[config.mk]
export PLATFORM = sky130hd
export DESIGN_NAME = smc_ctrl
export DESIGN_NICKNAME = d
export VERILOG_FILES = /design/src/rtl/core/stack_machine_core_assert.svh /design/src/rtl/core/smc_pkg.sv /design/src/rtl/core/smc_ctrl.sv
export SDC_FILE = /design/constraint.sdc
export NUM_CORES = 1
export LEC_CHECK = 0
export ABC_AREA = 1
export BUFFER_PORTS_ARGS = -buffer_cell sky130_fd_sc_hd__buf_2
export CAP_MARGIN = 20
export CORE_UTILIZATION = 35
export CTS_BUF_LIST = sky130_fd_sc_hd__clkbuf_4 sky130_fd_sc_hd__clkbuf_8 sky130_fd_sc_hd__clkbuf_16
export DETAILED_ROUTE_END_ITERATION = 16
export MAX_ROUTING_LAYER = met4
export PLACE_DENSITY_LB_ADDON = 0.2
export SLEW_MARGIN = 15
export SYNTH_ARGS = -nofsm -noshare
export SYNTH_HDL_FRONTEND = slang
export SYNTH_SLANG_ARGS = --single-unit
[constraint.sdc]
create_clock -name clk -period 4.1 [get_ports clk]
set_input_delay 0.82 -clock clk [delete_from_list [all_inputs] [get_ports clk]]
set_output_delay 0.82 -clock clk [all_outputs]
set_load 0.005 [all_outputs]
[src/rtl/core/stack_machine_core_assert.svh]
// Assertion macros for the stack machine core.
// Expects clk and rst in the scope of the including module.
`ifndef STACK_MACHINE_CORE_ASSERT_SVH
`define STACK_MACHINE_CORE_ASSERT_SVH

// Same-cycle implication
`define SMC_ASSERT_NOW(label, ante, cons, msg) \
  label: assert property (@(posedge clk) disable iff (rst) (ante) |-> (cons)) \
    else $error(msg);

// Next-cycle implication
`define SMC_ASSERT_NEXT(label, ante, cons, msg) \
  label: assert property (@(posedge clk) disable iff (rst) (ante) |=> (cons)) \
    else $error(msg);

`endif

[src/rtl/core/smc_pkg.sv]
// Shared types and constants for the stack machine core.
// No dependencies; imported by smc_div, smc_dp, smc_ctrl and the top level.
package smc_pkg;

  localparam int WORD_W        = 32;
  localparam int LOAD_ADDR_W   = 8;
  localparam int STACK_DEPTH   = 256;
  localparam int PROGRAM_DEPTH = 256;
  localparam int PA_W          = $clog2(PROGRAM_DEPTH);
  localparam int IP_W          = PA_W + 1;
  localparam int SA_W          = $clog2(STACK_DEPTH);
  localparam int SP_W          = SA_W + 1;
  localparam int NUM_GREGS     = 4;
  localparam int GR_W          = $clog2(NUM_GREGS);
  localparam int REG_IP        = 4;
  localparam int REG_SP        = 5;
  localparam int DIV_CNT_W     = $clog2(WORD_W) + 1;

  typedef enum logic [1:0] {
    OPER_LOAD    = 2'd0,
    OPER_STEP    = 2'd1,
    OPER_RESTART = 2'd2
  } oper_t;

  typedef enum logic [3:0] {
    OPC_HLT = 4'd0,
    OPC_PSH = 4'd1,
    OPC_POP = 4'd2,
    OPC_ADD = 4'd3,
    OPC_SUB = 4'd4,
    OPC_MUL = 4'd5,
    OPC_DIV = 4'd6,
    OPC_SET = 4'd7,
    OPC_MOV = 4'd8,
    OPC_JMP = 4'd9,
    OPC_JZ  = 4'd10,
    OPC_PRT = 4'd11,
    OPC_UNK = 4'd15
  } opc_t;

  localparam int NUM_OPCODES = 12;

  typedef enum logic [2:0] {
    ST_OK      = 3'd0,
    ST_HLT     = 3'd1,
    ST_OVER    = 3'd2,
    ST_UNDER   = 3'd3,
    ST_DIVZ    = 3'd4,
    ST_BADREG  = 3'd5,
    ST_BADADDR = 3'd6
  } stat_t;

  typedef enum logic [1:0] {
    KIND_NONE = 2'd0,
    KIND_PRT  = 2'd1,
    KIND_POP  = 2'd2
  } kind_t;

  typedef enum logic [4:0] {
    CMD_NOP,
    CMD_ACCEPT,
    CMD_HALT,
    CMD_FETCH,
    CMD_CAP_OP,
    CMD_CAP_W1,
    CMD_CAP_W2,
    CMD_RD_TOP,
    CMD_CAP_A_RD_B,
    CMD_CAP_B,
    CMD_PUSH,
    CMD_POP_OUT,
    CMD_ALU_START,
    CMD_ALU_WB,
    CMD_WRITE_REG,
    CMD_JUMP,
    CMD_JZ,
    CMD_EMIT
  } cmd_op_t;

  typedef enum logic [4:0] {
    S_IDLE,
    S_FETCH_OP,
    S_CAP_OP,
    S_DECODE,
    S_FETCH_W1,
    S_CAP_W1,
    S_FETCH_W2,
    S_CAP_W2,
    S_EXEC,
    S_JZ,
    S_POP,
    S_RD_B,
    S_CAP_B,
    S_ARITH,
    S_DIV_WAIT,
    S_WB,
    S_DONE
  } ctrl_state_t;

  typedef struct packed {
    cmd_op_t op;
    stat_t   code;
  } dp_cmd_t;

  typedef struct packed {
    logic running;
    logic ip_oob;
    logic sp_empty;
    logic sp_lt2;
    logic sp_full;
    opc_t opc;
    logic reg_idx_bad;
    logic wr_bad;
    logic w1_ip_bad;
    logic a_zero;
    logic div_done;
    logic res_busy;
  } dp_stat_t;

endpackage

[src/rtl/core/smc_ctrl.sv]
// Sequencer for the stack machine core: walks fetch, decode and execute steps.
// Depends on smc_pkg; issues commands to smc_dp and reads its status.
module smc_ctrl import smc_pkg::*; (
  input  logic       clk,
  input  logic       rst,
  input  logic       in_valid,
  input  logic [1:0] operation,
  output logic       in_ready,
  input  dp_stat_t   stat,
  output dp_cmd_t    cmd
);

  ctrl_state_t state;
  ctrl_state_t state_next;

  always_ff @(posedge clk) begin
    if (rst) begin
      state <= S_IDLE;
    end else begin
      state <= state_next;
    end
  end

  assign in_ready = state == S_IDLE;

  // Next state
  always_comb begin
    state_next = state;
    unique case (state)
      S_IDLE: begin
        if (in_valid) begin
          state_next = ((operation == OPER_STEP) && stat.running) ? S_FETCH_OP : S_DONE;
        end
      end
      S_FETCH_OP: state_next = stat.ip_oob ? S_DONE : S_CAP_OP;
      S_CAP_OP:   state_next = S_DECODE;
      S_DECODE: begin
        case (stat.opc) inside
          OPC_PSH, OPC_SET, OPC_MOV, OPC_JMP, OPC_JZ: state_next = S_FETCH_W1;
          OPC_POP, OPC_PRT: state_next = stat.sp_empty ? S_DONE : S_POP;
          OPC_ADD, OPC_SUB, OPC_MUL, OPC_DIV: state_next = stat.sp_lt2 ? S_DONE : S_RD_B;
          default: state_next = S_DONE;
        endcase
      end
      S_FETCH_W1: state_next = stat.ip_oob ? S_DONE : S_CAP_W1;
      S_CAP_W1: begin
        state_next = ((stat.opc == OPC_SET) || (stat.opc == OPC_MOV)) ? S_FETCH_W2 : S_EXEC;
      end
      S_FETCH_W2: state_next = stat.ip_oob ? S_DONE : S_CAP_W2;
      S_CAP_W2:   state_next = S_EXEC;
      S_EXEC: begin
        state_next = ((stat.opc == OPC_JZ) && !stat.sp_empty) ? S_JZ : S_DONE;
      end
      S_JZ:  state_next = S_DONE;
      S_POP: state_next = S_DONE;
      S_RD_B: state_next = S_CAP_B;
      S_CAP_B: state_next = S_ARITH;
      S_ARITH: begin
        if (stat.opc == OPC_DIV) begin
          state_next = stat.a_zero ? S_DONE : S_DIV_WAIT;
        end else begin
          state_next = S_WB;
        end
      end
      S_DIV_WAIT: state_next = stat.div_done ? S_WB : S_DIV_WAIT;
      S_WB:   state_next = S_DONE;
      S_DONE: state_next = stat.res_busy ? S_DONE : S_IDLE;
      default: state_next = S_IDLE;
    endcase
  end

  // Commands
  always_comb begin
    cmd = '{op: CMD_NOP, code: ST_OK};
    unique case (state)
      S_IDLE: begin
        if (in_valid) begin
          cmd.op = CMD_ACCEPT;
        end
      end
      S_FETCH_OP, S_FETCH_W1, S_FETCH_W2: begin
        if (stat.ip_oob) begin
          cmd = '{op: CMD_HALT, code: ST_BADADDR};
        end else begin
          cmd.op = CMD_FETCH;
        end
      end
      S_CAP_OP: cmd.op = CMD_CAP_OP;
      S_DECODE: begin
        case (stat.opc) inside
          OPC_HLT: cmd = '{op: CMD_HALT, code: ST_HLT};
          OPC_POP, OPC_PRT: begin
            if (stat.sp_empty) begin
              cmd = '{op: CMD_HALT, code: ST_UNDER};
            end else begin
              cmd.op = CMD_RD_TOP;
            end
          end
          OPC_ADD, OPC_SUB, OPC_MUL, OPC_DIV: begin
            if (stat.sp_lt2) begin
              cmd = '{op: CMD_HALT, code: ST_UNDER};
            end else begin
              cmd.op = CMD_RD_TOP;
            end
          end
          default: cmd.op = CMD_NOP;
        endcase
      end
      S_CAP_W1: cmd.op = CMD_CAP_W1;
      S_CAP_W2: cmd.op = CMD_CAP_W2;
      S_EXEC: begin
        case (stat.opc) inside
          OPC_PSH: begin
            if (stat.sp_full) begin
              cmd = '{op: CMD_HALT, code: ST_OVER};
            end else begin
              cmd.op = CMD_PUSH;
            end
          end
          OPC_JMP: begin
            if (stat.w1_ip_bad) begin
              cmd = '{op: CMD_HALT, code: ST_BADADDR};
            end else begin
              cmd.op = CMD_JUMP;
            end
          end
          OPC_SET, OPC_MOV: begin
            if (stat.reg_idx_bad) begin
              cmd = '{op: CMD_HALT, code: ST_BADREG};
            end else if (stat.wr_bad) begin
              cmd = '{op: CMD_HALT, code: ST_BADADDR};
            end else begin
              cmd.op = CMD_WRITE_REG;
            end
          end
          OPC_JZ: begin
            if (stat.sp_empty) begin
              cmd = '{op: CMD_HALT, code: ST_UNDER};
            end else begin
              cmd.op = CMD_RD_TOP;
            end
          end
          default: cmd.op = CMD_NOP;
        endcase
      end
      S_JZ:   cmd.op = CMD_JZ;
      S_POP:  cmd.op = CMD_POP_OUT;
      S_RD_B: cmd.op = CMD_CAP_A_RD_B;
      S_CAP_B: cmd.op = CMD_CAP_B;
      S_ARITH: begin
        if ((stat.opc == OPC_DIV) && stat.a_zero) begin
          cmd = '{op: CMD_HALT, code: ST_DIVZ};
        end else begin
          cmd.op = CMD_ALU_START;
        end
      end
      S_DIV_WAIT: cmd.op = CMD_NOP;
      S_WB:   cmd.op = CMD_ALU_WB;
      S_DONE: begin
        if (!stat.res_busy) begin
          cmd.op = CMD_EMIT;
        end
      end
      default: cmd.op = CMD_NOP;
    endcase
  end

endmodule

==> flow_summary.ini <==
[die]
dieArea_um2 = 3029
rows = 18
core_area_um2 = 2567
ios = 29
die_w_um = 55.04
chipHeight_um = 55.04
initial_core_util_pct = 38.35

[setup_path]
slowest_delay_ns = 0.23
crit_slowest_cell = nor2_2
end_kind = output port
cp-start-kind = input port
worstSetupStartpoint = stat[8]
worst-path-stages = 9
endpoint = cmd[4]
reg2reg_to = state[4]
required_ns = 3.28
r2r_cells = 7
cp.buffers_inverters = 3
worst-setup-path-type = input port to output port
path_max_fanout = 6
r2r-start = state[2]
arrival_ns = 1.96
ff2ff_setup_slack_ns = 2.57
worstPathCellList = buf_2, inv_1, nand2_1, nor2_1, nor2_2, nand2_1, a21oi_1, nand3_1, buf_2
path_delay_family = simple AND/OR/NAND/NOR gates

[cells_and_area]
drive_gt1_share_pct = 19.17
largest_reg_flops = 5
antenna_cells = 0
final_nets = 261
top_regs = state (5)
largest_register = state
areaGrowthSynthToFinish_pct = 21.09

[grt]
grt_start_max_net_pins = 10
grt_remaining_overflow = 0
grt_pass1_vias = 1170
grt.total_usage_pct = 22.78
grt_pass1_wl_um = 4988
antenna_found_initial = 0

[timing]
fin_setup_tns_ns = 0
worst_slew_pin_slew_ns = 0.3845
fmax_mhz = 360.1
setup_ws_ns = 1.323
setup_viol = 0
post-route-period-util_pct = 67.74
rsz0062_at_grt = no
period_needed_ns = 2.777
max_slew_margin_pct = 74.10
clock_skew_ns = 0.0004857
hold_violations = 0
slew_violations = 0
whs_ns = 0.7816

[clocking]
cts_inserted_buffers = 3
root_buffer = clkbuf_4
cts_sinks = 5
htree_levels = 1
cts.hold.buffers_added = 0
cts_resized = 0
clock_latency_ns = 0.23
post_cts_buffers = 0
cts_buffer_depth = 2
cts_tree = done
clk_pin_slew_worst_paths_ns = 0.04

[yosys]
ys_ff_latch = 5
yosysWarnings = 0
synth_area_um2 = 984.7
synth.largest_area_cell = nand2_1
synth.avg_cell_area_um2 = 4.734
yosys.cell_types.count = 20
synth_edf_count = 0
async_flop_share_pct = 0
synthesis.nets = 228
netlist_top_cells_area = nand2_1 24%, nor2_1 18%, nand3_1 12%
synth_top_area_share_pct = 24.02
synth_flop_cell = dfxtp_1
ys_seq_area_share_pct = 10.17
synthCells = 208

[routing]
final_antenna_net_count = 0
wirelength_um = 2921
routed_via_density = 5.081
firstDrtPassIters = 4
wire_per_inst_um = 10.82
vias = 1372
drt_iter0_drc = 61
remaining_drc_errors = 0

[power_and_ir_drop]
switching_share_pct = 33.87
clkPwrFrac_pct = 33.6
powerDensity_nw_per_um2 = 149.9
p_int_mw = 0.1182
p_comb_share_pct = 36.4
p_leak_nw = 0.6944
p_sw_mw = 0.06053
power_frac_seq_pct = 30.0
peakVddDrop_uv = 183.9

[place]
io_buffers = 28
place_hpwl_um = 2501
routabilityCongestion = 0.9527
place_ws_ns = 1.345

[flow_run]
maxCapViolations = 0

[outcome]
status = finished, final reports clean

[min_path]
hp-start = rst
hp-class = input port to register
==> cell usage after synthesis (2+ instances only) <==
cell / count
nand4_1: 4
nand2_1: 63
dfxtp_1: 5
o21a_1: 2
nor2_2: 5
a21boi_1: 2
inv_2: 7
inv_1: 22
a21oi_1: 6
o21ai_0: 9
nor2_1: 48
nor3_1: 2
and2_1: 2
nand3b_1: 2
nand3_1: 24
==> worst reg2reg max path, delay by kind of cell (launching register included) <==
kind / cells / cell delay (ns)
flip-flops: 1 / 0.38
AND/OR/NAND/NOR: 5 / 0.70
buffers and inverters: 1 / 0.04
AO/OA/AOI/OAI: 1 / 0.35
==> cell families (layout without fill, tap and decap cells) <==
kind of cell	count (synthesis)	count (layout)	share of synthesized area, %
flip-flops	5	5	10.17
AND/OR/NAND/NOR	152	152	65.69
buffers and inverters	29	61	11.06
AO/OA/AOI/OAI	22	22	13.09
==> layer usage <==
metal  track usage (%)  wire length (um)  up-vias
met5                 -                 0        -
met4            0.8333                 0        0
met3             1.639               187        0
met2             34.74              1216       57
met1             34.14              1517      587
li1                  -                 -      728
==> stage by stage <==
| step | total power, mW | instance area [um^2] | utilization (%) | instances |
|---|---|---|---|---|
| after floorplan | 0.09297 | 984.7 | - | 208 |
| after global placement | 0.1193 | 1162 | 45.27 | 266 |
| after detailed placement | 0.1184 | 1162 | 45.27 | 266 |
| after CTS | 0.1805 | 1192 | 46.44 | 270 |
| after global routing | 0.1966 | 1192 | 46.44 | 270 |
| final | 0.1787 | 1192 | 46.44 | 270 |
==> power by group through the flow <==
stage / registers (mW) / clock network, mW / logic [mW]
4_1_cts: 0.0536 / 0.0626 / 0.0643
3_3_place_gp: 0.0545 / 0 / 0.0648
5_1_grt: 0.0541 / 0.0680 / 0.0744
6_report: 0.0537 / 0.0601 / 0.0650
2_1_floorplan: 0.0537 / 0 / 0.0392
3_5_place_dp: 0.0544 / 0 / 0.0640
==> worst min-delay path by stage <==
stage,to,cells after the start
finish,state[1],2
CTS,state[1],2
floorplan,state[1],5
global placement,state[1],5
global route,state[2],2
detailed placement,state[1],5
==> layout by cell type, fill, tap and decap left out <==
cell	instances
buf_2	28
nor3_1	2
inv_2	7
a41oi_1	1
dfxtp_1	5
nand2_1	63
and2_1	2
nor2_2	5
o21a_1	2
o31ai_1	1
nor2_1	48
nand3b_1	2
o21ai_0	9
nor3_2	1
clkbuf_4	4
a21boi_1	2
nand4_1	4
o21bai_1	1
nand2_2	1
nand3_1	24
inv_1	22
a21oi_1	6
==> area by class of cell <==
cell class	instances	area (um^2)
timing repair buffer	28	140.1
sequential	5	100.1
multi-input combinational	174	775.7
inverter	29	108.9
fill	311	1375
clock buffer	4	30.03
tap	30	37.54
Power figures use the tool's default switching activity.
